**src/hw/rtl/wvr_pkg.sv**
```systemverilog
// ----------------------------------------------------------------------------
// wvr_pkg
// Shared types and constants of the windowed vector RMS block.
// ----------------------------------------------------------------------------
package wvr_pkg;

  localparam int CFG_DATA_WIDTH  = 16;
  localparam int CFG_INDEX_WIDTH = 2;
  localparam int RMS_WIDTH       = 32;
  localparam int FRAC_BITS       = 16;
  localparam int COUNT_WIDTH     = 16;
  // Quotient kept ahead of the square root
  localparam int QUO_WIDTH       = 2 * RMS_WIDTH;

  // Register indexes
  localparam logic [CFG_INDEX_WIDTH-1:0] REG_WINDOW_LENGTH = 2'd0;
  localparam logic [CFG_INDEX_WIDTH-1:0] REG_ACCEL_LSB     = 2'd1;
  localparam logic [CFG_INDEX_WIDTH-1:0] REG_GYRO_LSB      = 2'd2;

  // Register reset values
  localparam logic [CFG_DATA_WIDTH-1:0] WINDOW_LENGTH_RST = 16'd200;
  localparam logic [CFG_DATA_WIDTH-1:0] ACCEL_LSB_RST     = 16'd16384;
  localparam logic [CFG_DATA_WIDTH-1:0] GYRO_LSB_RST      = 16'd131;

  // Control from the sequencer to each lane
  typedef struct packed {
    logic square_en;
    logic accum_en;
    logic start;
  } lane_ctrl_t;

endpackage

```
**src/hw/rtl/wvr_lane.sv**
```systemverilog
// ----------------------------------------------------------------------------
// wvr_lane
// One sensor lane: squares three axes, accumulates with saturation, and at
// window end divides by n*lsb^2 (bit per cycle) and takes the square root.
// ----------------------------------------------------------------------------
module wvr_lane #(
  parameter int SAMPLE_WIDTH = 16,
  parameter int SUM_WIDTH    = 48
) (
  input  logic                           clk,
  input  logic                           rst,
  input  wvr_pkg::lane_ctrl_t            ctrl,
  input  logic signed [SAMPLE_WIDTH-1:0] axis_x,
  input  logic signed [SAMPLE_WIDTH-1:0] axis_y,
  input  logic signed [SAMPLE_WIDTH-1:0] axis_z,
  input  logic [wvr_pkg::COUNT_WIDTH:0]  n,
  input  logic [wvr_pkg::CFG_DATA_WIDTH-1:0] lsb,
  output logic [wvr_pkg::RMS_WIDTH-1:0]  rms,
  output logic                           done
);
  import wvr_pkg::*;

  localparam int SQW  = 2 * SAMPLE_WIDTH;
  localparam int S3W  = SQW + 2;
  localparam int AW   = ((SUM_WIDTH > S3W) ? SUM_WIDTH : S3W) + 1;
  localparam int DVW  = SUM_WIDTH + RMS_WIDTH;
  localparam int CW   = $clog2(DVW);
  localparam int L2W  = 2 * CFG_DATA_WIDTH;
  localparam int DW   = COUNT_WIDTH + 1 + L2W;
  localparam int SCW  = $clog2(RMS_WIDTH);
  localparam int SRW  = RMS_WIDTH + 2;

  typedef enum logic [2:0] {L_IDLE, L_MUL1, L_MUL2, L_DIV, L_SQRT} lane_state_t;

  lane_state_t                    state;
  logic [SQW-1:0]                 sq_x, sq_y, sq_z;
  logic [SUM_WIDTH-1:0]           sum;
  logic [COUNT_WIDTH:0]           n_q;
  logic [CFG_DATA_WIDTH-1:0]      lsb_q;
  logic [L2W-1:0]                 lsb2;
  logic [DW-1:0]                  divisor;
  logic [DVW-1:0]                 dividend;
  logic [DW-1:0]                  rem;
  logic [QUO_WIDTH-1:0]           quo;
  logic                           over;
  logic [CW-1:0]                  div_cnt;
  logic [QUO_WIDTH-1:0]           rad;
  logic [RMS_WIDTH-1:0]           root;
  logic [SRW-1:0]                 srem;
  logic [SCW-1:0]                 sqrt_cnt;

  logic [SAMPLE_WIDTH-1:0] mag_x, mag_y, mag_z;
  logic [S3W-1:0]          sum3;
  logic [AW-1:0]           acc_wide;
  logic [SUM_WIDTH-1:0]    sum_next;
  logic [DW:0]             rem_sh, rem_diff;
  logic                    div_ge;
  logic [QUO_WIDTH-1:0]    quo_next;
  logic [SRW+1:0]          srem_sh, trial, srem_diff;
  logic                    sqrt_ge;

  // Magnitudes; the most negative value maps onto 2^(W-1) exactly
  assign mag_x = axis_x[SAMPLE_WIDTH-1] ? (~axis_x + 1'b1) : axis_x;
  assign mag_y = axis_y[SAMPLE_WIDTH-1] ? (~axis_y + 1'b1) : axis_y;
  assign mag_z = axis_z[SAMPLE_WIDTH-1] ? (~axis_z + 1'b1) : axis_z;

  // Saturating accumulate
  assign sum3     = S3W'(sq_x) + S3W'(sq_y) + S3W'(sq_z);
  assign acc_wide = AW'(sum) + AW'(sum3);
  assign sum_next = (acc_wide > AW'({SUM_WIDTH{1'b1}})) ? {SUM_WIDTH{1'b1}}
                                                        : acc_wide[SUM_WIDTH-1:0];

  // Restoring divide step
  assign rem_sh   = {rem, dividend[DVW-1]};
  assign div_ge   = rem_sh >= {1'b0, divisor};
  assign rem_diff = rem_sh - {1'b0, divisor};
  assign quo_next = {quo[QUO_WIDTH-2:0], div_ge};

  // Square root step, two radicand bits a cycle
  assign srem_sh   = {srem, rad[QUO_WIDTH-1 -: 2]};
  assign trial     = {2'b00, root, 2'b01};
  assign sqrt_ge   = srem_sh >= trial;
  assign srem_diff = srem_sh - trial;

  // Squares
  always_ff @(posedge clk) begin
    if (ctrl.square_en) begin
      sq_x <= mag_x * mag_x;
      sq_y <= mag_y * mag_y;
      sq_z <= mag_z * mag_z;
    end
  end

  // Accumulator and window-end sequence
  always_ff @(posedge clk) begin
    if (rst) begin
      state <= L_IDLE;
      sum   <= '0;
      done  <= 1'b0;
    end else begin
      if (ctrl.accum_en) begin
        sum <= sum_next;
      end
      case (state)
        L_IDLE: begin
          if (ctrl.start) begin
            n_q      <= n;
            lsb_q    <= (lsb == '0) ? CFG_DATA_WIDTH'(1) : lsb;
            dividend <= {sum, {RMS_WIDTH{1'b0}}};
            sum      <= '0;
            done     <= 1'b0;
            state    <= L_MUL1;
          end
        end
        L_MUL1: begin
          lsb2  <= lsb_q * lsb_q;
          state <= L_MUL2;
        end
        L_MUL2: begin
          divisor <= DW'(n_q) * DW'(lsb2);
          rem     <= '0;
          quo     <= '0;
          over    <= 1'b0;
          div_cnt <= CW'(DVW - 1);
          state   <= L_DIV;
        end
        L_DIV: begin
          rem      <= div_ge ? rem_diff[DW-1:0] : rem_sh[DW-1:0];
          dividend <= dividend << 1;
          quo      <= quo_next;
          if (div_ge && (div_cnt >= CW'(QUO_WIDTH))) begin
            over <= 1'b1;
          end
          if (div_cnt == '0) begin
            rad      <= quo_next;
            root     <= '0;
            srem     <= '0;
            sqrt_cnt <= SCW'(RMS_WIDTH - 1);
            state    <= L_SQRT;
          end else begin
            div_cnt <= div_cnt - 1'b1;
          end
        end
        L_SQRT: begin
          srem <= sqrt_ge ? srem_diff[SRW-1:0] : srem_sh[SRW-1:0];
          root <= {root[RMS_WIDTH-2:0], sqrt_ge};
          rad  <= rad << 2;
          if (sqrt_cnt == '0) begin
            rms   <= over ? {RMS_WIDTH{1'b1}} : {root[RMS_WIDTH-2:0], sqrt_ge};
            done  <= 1'b1;
            state <= L_IDLE;
          end else begin
            sqrt_cnt <= sqrt_cnt - 1'b1;
          end
        end
        default: state <= L_IDLE;
      endcase
    end
  end

endmodule

```
**config.mk**
```make
export PLATFORM = sky130hd
export DESIGN_NAME = wvr_lane
export DESIGN_NICKNAME = d
export VERILOG_FILES = /design/src/hw/rtl/wvr_pkg.sv /design/src/hw/rtl/wvr_lane.sv
export SDC_FILE = /design/constraint.sdc
export NUM_CORES = 2
export LEC_CHECK = 0
export ABC_AREA = 1
export BUFFER_PORTS_ARGS = -buffer_cell sky130_fd_sc_hd__buf_2
export CAP_MARGIN = 20
export CORE_AREA = 10 10 465 467
export DETAILED_ROUTE_END_ITERATION = 8
export DIE_AREA = 0 0 475 477
export MAX_ROUTING_LAYER = met4
export PLACE_DENSITY = 0.53
export REMOVE_ABC_BUFFERS = 1
export SLEW_MARGIN = 0
export SYNTH_ARGS = -nofsm -noshare
export SYNTH_HDL_FRONTEND = slang
export SYNTH_SLANG_ARGS = --single-unit
export TNS_END_PERCENT = 5
```
**constraint.sdc**
```tcl
create_clock -name clk -period 12.15 [get_ports clk]
set_input_delay 2.43 -clock clk [delete_from_list [all_inputs] [get_ports clk]]
set_output_delay 2.43 -clock clk [all_outputs]
set_load 0.03 [all_outputs]
```
==> reports/summary.md <==
* Worst Hold Class: flip-flop to flip-flop
* clk buf depth: 3
* most frequent cell on the critical path: inv_1
* Critical Path Fanout Max: 16
* I/O Buffers: 118
* post-DP HPWL: 183000 um
* number of max-cap violations: 0
* Clk Tree Root Cell: clkbuf_16
* count of cell types in the netlist: 59
* pin count of the biggest net entering global routing: 131
* final worst path period need: 9.20 ns
* final wirelength: 225000 um
* Yosys reg bits: 593
* relative slew slack: 30.4%
* area of the placeable core: 206000 um^2
* final core area utilization: 42.9%
* Max stage delay cell, worst path: fa_1
* mean number of vias per cell: 4.87
* worst slack after detailed placement: 2.29 ns
* leading cell types in the layout, fill and taps excluded: inv_1, nand2_1, fa_1
* Antenna Nets Post-Route: 0
* most instantiated flip-flop cell in the synthesis netlist: edfxtp_1
* delay contributed by the slowest stage of the critical path: 0.51 ns
* crit path launch type: primary input
* Hold Violations, Final: 0
* floorplan row count: 167
* Cell Area, Synth: 82400 um^2
* top cells by area, synth: fa_1, edfxtp_1, inv_1
* clock latency on the worst-skew pair: 0.71 ns
* worst path setup slack after routing: 2.95 ns
* worst slew pin tran: 1.04 ns
* number of nets in the final layout: 12400
* TritonCTS clock tree: built
* number of warnings printed during yosys synthesis: 0
* Die Span Y: 477 um
* per-cell routed wire length: 16.9 um
* PostCTS Resize Cnt: 0
* most common cell after layout, fill and taps aside: inv_1
* clk_skew: 0.0561 ns
* pins over their slew limit: 0
* post-CTS clock slew at the launch and capture registers of the worst setup and hold paths: 0.06 ns
* setup repair after global routing missed its margin: no
* growth of design area from synthesis to finish: 7.47%
* Post-Synthesis Mean Instance Area: 7.86 um^2
* clk sinks: 593
* antenna violations before repair: 5
* share of synthesized flip-flops with an asynchronous set or reset: 0%
* post-CTS setup repair buffer count: 0
* DIE AREA: 227000 um^2
* horizontal extent of the die: 475 um
* overall track demand over capacity in global routing: 20.5%
* global placer's final weighted congestion: 0.946
* largest area contributor in the netlist: fa_1
* number of global-route vias before repair: 67500
* Fmax: 109 MHz
* hold-fix buffer count after cts: 0
* final period utilization: 75.8%
* sequential share of the synthesized area: 21.0%
* number of enable-type register cells in the synthesized netlist: 541
* setup-violating endpoint count in the final report: 0
* H-Tree Depth: 3
* layout cells sized above 1: 3.53%
* via count: 64600
* TritonCTS buffer count: 77
* # DRC: 0
* Worst EP arrival: 9.64 ns
* 1st-iter DRT viols: 4166
* post-synthesis instance total: 10500
* portion of synthesized cell area occupied by the leading cell type: 28.0%
* data required time of the critical path: 12.59 ns
* total I/O pin count: 119
* starting utilization of the core area: 39.9%
* outcome: completed
* slack of the worst reg-to-reg path: 5.69 ns
* wire length of the first global-routing pass: 366000 um
* critical path class: primary input to flip-flop
* number of detailed-routing iterations run before antenna repair: 8
* Crit. End Element: flip-flop
* Congestion Overflow GR: 0
layout make-up:
| cell class | instances | area [um^2] |
|---|---|---|
| inverter | 2744 | 10300 |
| antenna | 5 | 12.5 |
| multi-input combinational | 6912 | 53900 |
| timing repair buffer | 171 | 1060 |
| clock inverter | 48 | 659 |
| tap | 2704 | 3380 |
| clock buffer | 96 | 2000 |
| sequential | 593 | 17300 |
| fill | 21200 | 118000 |
cells by family after synthesis:
| family | synth area share (%) |
|---|---|
| other | 0.00911 |
| and+or+nand+nor | 19.6 |
| buffers and inverters | 13.9 |
| AOI/OAI and AO/OA | 5.38 |
| DFF | 21.0 |
| adders and majority gates | 37.7 |
| xor gates and xnor gates | 2.44 |
registers in the layout, indices dropped and copies added, names as in the netlist, 7 cells and up:
signal    count
div_cnt       7
dividend     48
divisor      49
lsb2         31
lsb_q        16
n_q          17
quo          63
rad          64
rem          49
rms          32
root         32
sq_x         31
sq_y         31
sq_z         31
srem         34
sum          48
cell usage after synthesis, types with 4 or more instances:
| cell | n |
|---|---|
| and2_1 | 8 |
| xnor2_1 | 85 |
| buf_1 | 7 |
| buf_4 | 4 |
| o21bai_1 | 50 |
| buf_2 | 25 |
| xor2_1 | 143 |
| nand2_1 | 2603 |
| ha_1 | 635 |
| clkinv_1 | 6 |
| nor3_2 | 4 |
| a31oi_1 | 12 |
| fa_1 | 1155 |
| nand2_2 | 5 |
| a211oi_1 | 6 |
| nor2_2 | 7 |
| a31o_2 | 6 |
| a21o_1 | 25 |
| edfxtp_1 | 541 |
| nand3_1 | 264 |
| nand4_1 | 81 |
| or2_2 | 20 |
| nor2_1 | 924 |
| inv_1 | 2726 |
| o211ai_1 | 9 |
| o21ai_1 | 12 |
| nor3_1 | 71 |
| dfxtp_1 | 52 |
| buf_6 | 9 |
| a21oi_1 | 320 |
| o211a_1 | 4 |
| nor4_1 | 16 |
| o21ai_2 | 6 |
| clkbuf_1 | 238 |
| o21ai_0 | 328 |
| inv_2 | 12 |
| a21boi_0 | 10 |
| nand3b_1 | 27 |
| and3_1 | 4 |
through the flow:
stage	setup TNS (ns)	area, um^2	instances	hold WS (ns)
final	0	88600	13300	0.480
after global routing	0	88600	13300	0.513
after CTS	0	88500	13300	0.483
after detailed placement	0	85900	13100	0.508
after global placement	0	85800	13100	0.504
after floorplan	-345.57	81400	10200	0.487
worst max-delay path: cells and delay by family:
kind / cells / cell delay [ns]
buffers and inverters: 8 / 1.11
and+or+nand+nor: 12 / 1.71
adders and majority gates: 8 / 3.45
AOI/OAI and AO/OA: 4 / 0.92
final timing paths:
kind / from / to / depth (start not counted)
setup / recovery: axis_z[0] / sq_z[28]$_DFFE_PP_ / 32
hold / removal: dividend[58]$_DFFE_PP_ / dividend[59]$_DFFE_PP_ / 2
setup reg to reg: lsb2[18]$_DFFE_PP_ / divisor[37]$_DFFE_PP_ / 18
hold reg to reg: dividend[58]$_DFFE_PP_ / dividend[59]$_DFFE_PP_ / 2
per-layer routing:
metal	share of wire, %	wire, um	GRT usage (%)
met5	0	0	-
met4	1.9	4220	3.77
met3	4.8	10900	2.24
met2	45	102000	32.2
met1	48	107000	29.0
Power is not shown: default switching activity piles up to over one toggle a cycle in this logic, so the estimate is an artifact.
