===== config.mk =====
export PLATFORM = sky130hd
export DESIGN_NAME = wvr_ratio
export DESIGN_NICKNAME = d
export VERILOG_FILES = /design/src/hw/rtl/wvr_pkg.sv /design/src/hw/rtl/wvr_ratio.sv
export SDC_FILE = /design/constraint.sdc
export NUM_CORES = 1
export LEC_CHECK = 0
export BUFFER_PORTS_ARGS = -buffer_cell sky130_fd_sc_hd__buf_2
export CAP_MARGIN = 20
export CORE_UTILIZATION = 59
export DETAILED_ROUTE_END_ITERATION = 10
export PLACE_DENSITY = 0.81
export SLEW_MARGIN = 20
export SYNTH_ARGS = -nofsm -noshare
export SYNTH_HDL_FRONTEND = slang
export SYNTH_SLANG_ARGS = --single-unit

===== constraint.sdc =====
create_clock -name clk -period 8 [get_ports clk]
set_clock_uncertainty 0.1 [all_clocks]
set_input_delay 1.2 -clock clk [delete_from_list [all_inputs] [get_ports clk]]
set_output_delay 1.2 -clock clk [all_outputs]
set_load 0.1 [all_outputs]

===== src/hw/rtl/wvr_pkg.sv =====
// ----------------------------------------------------------------------------
// wvr_pkg
// Shared types and constants of the windowed vector RMS block.
// ----------------------------------------------------------------------------
package wvr_pkg;

  localparam int CFG_DATA_WIDTH  = 16;
  localparam int CFG_INDEX_WIDTH = 2;
  localparam int RMS_WIDTH       = 32;
  localparam int FRAC_BITS       = 16;
  localparam int COUNT_WIDTH     = 16;
  // Quotient kept ahead of the square root
  localparam int QUO_WIDTH       = 2 * RMS_WIDTH;

  // Register indexes
  localparam logic [CFG_INDEX_WIDTH-1:0] REG_WINDOW_LENGTH = 2'd0;
  localparam logic [CFG_INDEX_WIDTH-1:0] REG_ACCEL_LSB     = 2'd1;
  localparam logic [CFG_INDEX_WIDTH-1:0] REG_GYRO_LSB      = 2'd2;

  // Register reset values
  localparam logic [CFG_DATA_WIDTH-1:0] WINDOW_LENGTH_RST = 16'd200;
  localparam logic [CFG_DATA_WIDTH-1:0] ACCEL_LSB_RST     = 16'd16384;
  localparam logic [CFG_DATA_WIDTH-1:0] GYRO_LSB_RST      = 16'd131;

  // Control from the sequencer to each lane
  typedef struct packed {
    logic square_en;
    logic accum_en;
    logic start;
  } lane_ctrl_t;

endpackage


===== src/hw/rtl/wvr_ratio.sv =====
// ----------------------------------------------------------------------------
// wvr_ratio
// Merging stage: accel RMS over gyro RMS in Q16.16, one quotient bit a cycle,
// zero for a zero divisor, saturating.
// ----------------------------------------------------------------------------
module wvr_ratio (
  input  logic                          clk,
  input  logic                          rst,
  input  logic                          start,
  input  logic [wvr_pkg::RMS_WIDTH-1:0] num,
  input  logic [wvr_pkg::RMS_WIDTH-1:0] den,
  output logic [wvr_pkg::RMS_WIDTH-1:0] ratio,
  output logic                          done
);
  import wvr_pkg::*;

  localparam int NW = RMS_WIDTH + FRAC_BITS;
  localparam int CW = $clog2(NW);

  logic               busy;
  logic [NW-1:0]      dividend;
  logic [RMS_WIDTH-1:0] divisor;
  logic [RMS_WIDTH-1:0] rem;
  logic [RMS_WIDTH-1:0] quo;
  logic               over;
  logic [CW-1:0]      cnt;

  logic [RMS_WIDTH:0] rem_sh, rem_diff;
  logic               ge;

  assign rem_sh   = {rem, dividend[NW-1]};
  assign ge       = rem_sh >= {1'b0, divisor};
  assign rem_diff = rem_sh - {1'b0, divisor};

  // Iterate the quotient, then hold the result
  always_ff @(posedge clk) begin
    if (rst) begin
      busy <= 1'b0;
      done <= 1'b0;
    end else begin
      done <= 1'b0;
      if (start) begin
        dividend <= {num, {FRAC_BITS{1'b0}}};
        divisor  <= den;
        rem      <= '0;
        quo      <= '0;
        over     <= 1'b0;
        cnt      <= CW'(NW - 1);
        busy     <= 1'b1;
      end else if (busy) begin
        rem      <= ge ? rem_diff[RMS_WIDTH-1:0] : rem_sh[RMS_WIDTH-1:0];
        dividend <= dividend << 1;
        quo      <= {quo[RMS_WIDTH-2:0], ge};
        if (ge && (cnt >= CW'(RMS_WIDTH))) begin
          over <= 1'b1;
        end
        if (cnt == '0) begin
          busy <= 1'b0;
          done <= 1'b1;
          if (divisor == '0) begin
            ratio <= '0;
          end else if (over) begin
            ratio <= {RMS_WIDTH{1'b1}};
          end else begin
            ratio <= {quo[RMS_WIDTH-2:0], ge};
          end
        end else begin
          cnt <= cnt - 1'b1;
        end
      end
    end
  end

endmodule

==> impl_metrics.toml, run 1 <==
[outcome]
status = "finished, final reports clean"

[global_routing]
grt_antenna_before_repair = 0
grt_max_degree = 81
grt_pass1_wl_mm = 26.5
grt_pass1_vias = 5452
grt_overflow_total = 0
grt_usage_pct = 23.4

[timing]
fmax_ghz = 0.250
rsz0062_at_grt = "false"
fin_ws_ps = 4000
maxSlewViolCount = 0
fin_hold_ws_ps = 429
setup_tns_ps = 0
fin_crit_sh_pct = 50.0
worstMarginPinSlew_ps = 1040
maxSlewHeadroom_pct = 30.4
setup_violations = 0
hold_viol_final = 0
finalCriticalPeriod_ps = 4000

[route]
vias_per_cell = 5.70
vias = 5568
routed_wl_mm = 16.3
drt-pass1-iter-count = 4
dr.first_iter.drc_count = 499
wl_per_cell_um = 16.7
antenna_left = 0
drcViolationCount = 0

[final_layout]
area.sequential_um2 = 5020
layout_common_cells = "166 x edfxtp_1, 104 x nor2_1, 98 x buf_2, 43 x inv_1, 36 x nor2b_1"
fill_cells = 983
diodes = 0
multi_input_area_um2 = 3140
synthToLayoutAreaGrowth_pct = 15.4
layout-drive-gt1-share_pct = 23.1
fin_nets = 886
mostFrequentLayoutCell = "edfxtp_1"

[setup_path]
critPathArrivalTime_ps = 4040
path_class = "reg2reg"
required_ps = 8030
end_kind = "register"
start_kind = "register"
path_max_fanout = 16

[yosys]
synth-main-ff-cell = "edfxtp_1"
synth_edf_count = 166
async_reset_ff_share_pct = 0
yosys_warnings = 0
synthTopCellsByArea = "edfxtp_1 59%, ha_1 5.1%, nor2_1 4.8%"
syn-cell-area_um2 = 8410
synth_top_area_share_pct = 59.3
ys_types = 61
avgSynthCellArea_um2 = 12.3
synth_top_area_cell = "edfxtp_1"
ys_seq_elements = 168
ys_seq_area_share_pct = 59.8
syn_inst = 683
syn_nets = 785

[placed_design]
dp_hpwl_mm = 11.1
gp_congestion = 0.904
dp_slack_ps = 4020
portBuffers = 99

[floorplan]
die_h_um = 121
start_util_pct = 60.6
fp-row-count = 43
ios = 100
die_x_um = 121
core_region_area_um2 = 13900
dieArea_um2 = 14700

[flow_run]
max-cap-violations = 0

[clock_tree]
hold_buffers = 0
cts_buffer_depth = 2
cts_setup_buffers = 0
clock-sinks = 168
cts_root_buf = "clkbuf_16"
clock_latency_ps = 420
cts.clk_slew.worst_paths_ps = 60
cts_tree = "yes"
cts_inserted_buffers = 17
cts_max_level = 4
ctsResizeCount = 0

[power_and_ir_drop]
p_leak_nw = 3.84
peakVddDrop_mv = 0.153
power_density_nw_per_um2 = 236

[worst_hold_path]
hp-class = "reg2reg"
## worst max-delay path, stage by stage (launching register included)
cell	delay, ps
edfxtp_1	380
inv_1	60
ha_1	450
o21a_1	180
nor2_1	70
or3b_1	390
o311ai_2	110
a21oi_4	80
o31ai_4	400
a31oi_4	150
o221ai_4	630
buf_4	390
mux2i_1	240
nor2_1	70
## stage by stage
| stage | utilization (%) | cells | power [mW] | instance area (um2) |
|---|---|---|---|---|
| final | 69.9 | 976 | 2.28 | 9700 |
| after global routing | 69.9 | 976 | 2.38 | 9700 |
| after CTS | 69.9 | 976 | 2.29 | 9700 |
| after detailed placement | 65.6 | 945 | 1.48 | 9110 |
| after global placement | 65.5 | 944 | 1.46 | 9090 |
| after floorplan | - | 683 | 1.39 | 8410 |
## state kept, by name, summed over array words and instances, names as in the netlist
name and cells:
ratio 32, cnt 6, divisor 32, dividend 32, rem 32, done 1, busy 1, over 1
quo 31
## synthesized netlist by cell type (3+ instances only)
| master | n |
|---|---|
| o21ai_0 | 16 |
| mux2i_1 | 24 |
| a21oi_1 | 34 |
| a31oi_1 | 5 |
| o21a_1 | 8 |
| edfxtp_1 | 166 |
| nor2_1 | 107 |
| o21bai_1 | 3 |
| and2_1 | 6 |
| buf_4 | 4 |
| nand2b_1 | 5 |
| and3_1 | 3 |
| inv_1 | 43 |
| ha_1 | 34 |
| nand2_1 | 31 |
| nor3_1 | 4 |
| buf_1 | 3 |
| mux2_2 | 31 |
| nor2b_1 | 36 |
| nand3_1 | 5 |
| xor2_1 | 12 |
| nor4_1 | 9 |
| a21o_1 | 10 |
| nand4_1 | 8 |
| clkbuf_1 | 14 |
| xnor2_1 | 17 |
## final timing paths
kind / startpoint / end / slack (ps) / depth (start not counted)
setup / recovery: divisor[18] / rem[10] / 4000 / 13
hold / removal: busy / done / 430 / 1
setup reg to reg: divisor[18] / rem[10] / 4000 / 13
hold reg to reg: busy / done / 430 / 1
## power by group
part | leakage [nW] | total, mW | switching (mW) | internal [mW]
logic | 1.97 | 0.398 | 0.227 | 0.171
registers | 1.58 | 1.07 | 0.0313 | 1.04
clock network | 0.282 | 0.817 | 0.350 | 0.467
total | 3.84 | 2.28 | 0.608 | 1.68
## area by class of cell
class | count | area share [%]
Sequential cell | 168 | 51.8
Multi-Input combinational cell | 448 | 32.4
Timing Repair Buffer | 106 | 5.72
Clock buffer | 17 | 4.39
Tap cell | 180 | 2.32
Clock inverter | 14 | 1.70
Inverter | 43 | 1.66
## cells by family (layout without fill, tap and decap cells)
| kind of cell | after synthesis | count (layout) | share of synthesized area [%] |
|---|---|---|---|
| simple gates | 223 | 223 | 12.5 |
| flops | 168 | 168 | 59.8 |
| compound gates | 106 | 106 | 9.12 |
| buf+inv | 67 | 180 | 3.22 |
| mux | 55 | 55 | 7.01 |
| fa+ha+maj | 35 | 35 | 5.30 |
| xor+xnor | 29 | 29 | 3.02 |
## per-layer routing
| metal | wire [um] | vias to the layer above | GRT usage (%) | part of all wire (%) |
|---|---|---|---|---|
| li1 | - | 2675 | - | - |
| met4 | 473 | 0 | 11.2 | 2.9 |
| met3 | 758 | 37 | 4.09 | 4.6 |
| met1 | 7080 | 2667 | 31.5 | 43 |
| met2 | 8030 | 189 | 36.9 | 49 |
| met5 | 0 | - | 0 | 0 |
(Power assumes the default switching activity.)
==> run 2, diff against run 1 <==
clock period = 4.05 ns   (was 8 ns; I/O delays follow)
==> impl_metrics.toml, run 2 (synthesis gave the netlist of run 1 again) <==
[global_routing]
grt_antenna_before_repair = 0
grt_overflow_total = 0
grt_max_degree = 69
grt_pass1_vias = 5543
grt_pass1_wl_mm = 27.0
grt_usage_pct = 24.1

[power_and_ir_drop]
peakVddDrop_mv = 0.377
p_total_mw = 4.56
power_density_nw_per_um2 = 467
p_leak_nw = 3.87

[placed_design]
portBuffers = 99
gp_congestion = 0.921
dp_hpwl_mm = 11.2
dp.cells = 946
dp_slack_ps = 507

[timing]
worstMarginPinSlew_ps = 1030
setup_tns_ps = 0
maxSlewViolCount = 0
rsz0062_at_grt = "false"
finalCriticalPeriod_ps = 3570
fin_crit_sh_pct = 88.1
hold_viol_final = 0
fmax_ghz = 0.280
maxSlewHeadroom_pct = 31.6
setup_violations = 0
fin_ws_ps = 481

[setup_path]
required_ps = 4140
r2r_setup_slack_ps = 480
rr_startpoint = "divisor[2]"
path_max_fanout = 12
r2r_cells = 12
reg2reg_to = "rem[31]"
end_kind = "register"
start_kind = "register"
path_class = "reg2reg"
critPathArrivalTime_ps = 3660

[clock_tree]
cts_max_level = 4
cts_tree = "yes"
cts_setup_buffers = 0
cts_inserted_buffers = 17
hold_buffers = 0
clock-sinks = 168
cts.clk_slew.worst_paths_ps = 70
clock_latency_ps = 440
ctsResizeCount = 0
cts_root_buf = "clkbuf_16"
cts_buffer_depth = 2

[flow_run]
max-cap-violations = 0

[floorplan]
core_region_area_um2 = 13900
ios = 100
start_util_pct = 60.6
dieArea_um2 = 14700
die_h_um = 121
fp-row-count = 43
die_x_um = 121

[final_layout]
area.sequential_um2 = 5020
diodes = 0
multi_input_area_um2 = 3150
layout-drive-gt1-share_pct = 23.2
mostFrequentLayoutCell = "edfxtp_1"
layout_common_cells = "166 x edfxtp_1, 104 x nor2_1, 98 x buf_2, 43 x inv_1, 36 x nor2b_1"
fin_nets = 887
synthToLayoutAreaGrowth_pct = 16.0
utilization_pct = 70.2
fill_cells = 973
final_cells = 978

[worst_hold_path]
hold_end = "divisor[8]"
worstHoldStart = "den[8]"
hold_depth = 1
hp-class = "in2reg"

[route]
drt-pass1-iter-count = 5
antenna_left = 0
vias_per_cell = 5.74
dr.first_iter.drc_count = 453
routed_wl_mm = 16.5
vias = 5611
drcViolationCount = 0
wl_per_cell_um = 16.9

[outcome]
status = "finished, final reports clean"
==> run 2: cell types whose count changed in the layout (fill, tap and decap cells not counted), moves of 2 or more <==
cell | previous run | this run
clkinvlp_4 | 3 | 1
clkinv_8 | 0 | 3
buf_12 | 0 | 2
inv_8 | 3 | 5
==> run 2: worst max path at each step <==
stage	start	end	slack, ps	depth (start not counted)
floorplan	start	ratio[0]	580	3
global placement	rem[1]	rem[31]	620	11
detailed placement	divisor[2]	rem[31]	510	12
CTS	divisor[2]	rem[31]	480	12
global route	divisor[2]	rem[31]	270	12
finish	divisor[2]	rem[31]	480	12
==> run 2: per-stage QoR <==
step / hold slack, ps / cell area [um2]
2_1_floorplan: 380 / 8420
3_3_place_gp: 416 / 9140
3_5_place_dp: 426 / 9140
4_1_cts: 227 / 9750
5_1_grt: 223 / 9750
6_report: 238 / 9750
==> run 2: routing by layer <==
metal	vias to the layer above	wire length [um]	share of wire (%)	track usage (%)
met5	-	0	0	0
met4	0	422	2.6	9.95
met3	30	910	5.5	5.59
met2	189	8420	51	40.4
met1	2712	6780	41	30.0
li1	2680	-	-	-
==> run 2: worst max-delay path: stages (launching register included) <==
cell and delay [ps]:
edfxtp_1 360, inv_1 70, ha_1 370, o211ai_2 180, a21oi_2 70, a2111oi_2 560, o31ai_4 170, a21oi_4 210
o31ai_4 130, a31oi_4 230, o221a_1 530, nor2_1 100, a22o_1 230
==> run 2: power breakdown <==
part           leakage [nW]  internal [mW]  switching (mW)
clock                 0.294          0.886           0.762
combinational          1.99          0.345           0.453
sequential             1.58           2.05          0.0595
total                  3.87           3.28            1.27
==> run 2: final cells by class <==
type | count | area share [%]
clock buffer | 17 | 4.36
multi-input combinational | 448 | 32.3
sequential | 168 | 51.5
timing repair buffer | 107 | 5.98
clock inverter | 15 | 1.86
inverter | 43 | 1.66
tap | 180 | 2.31
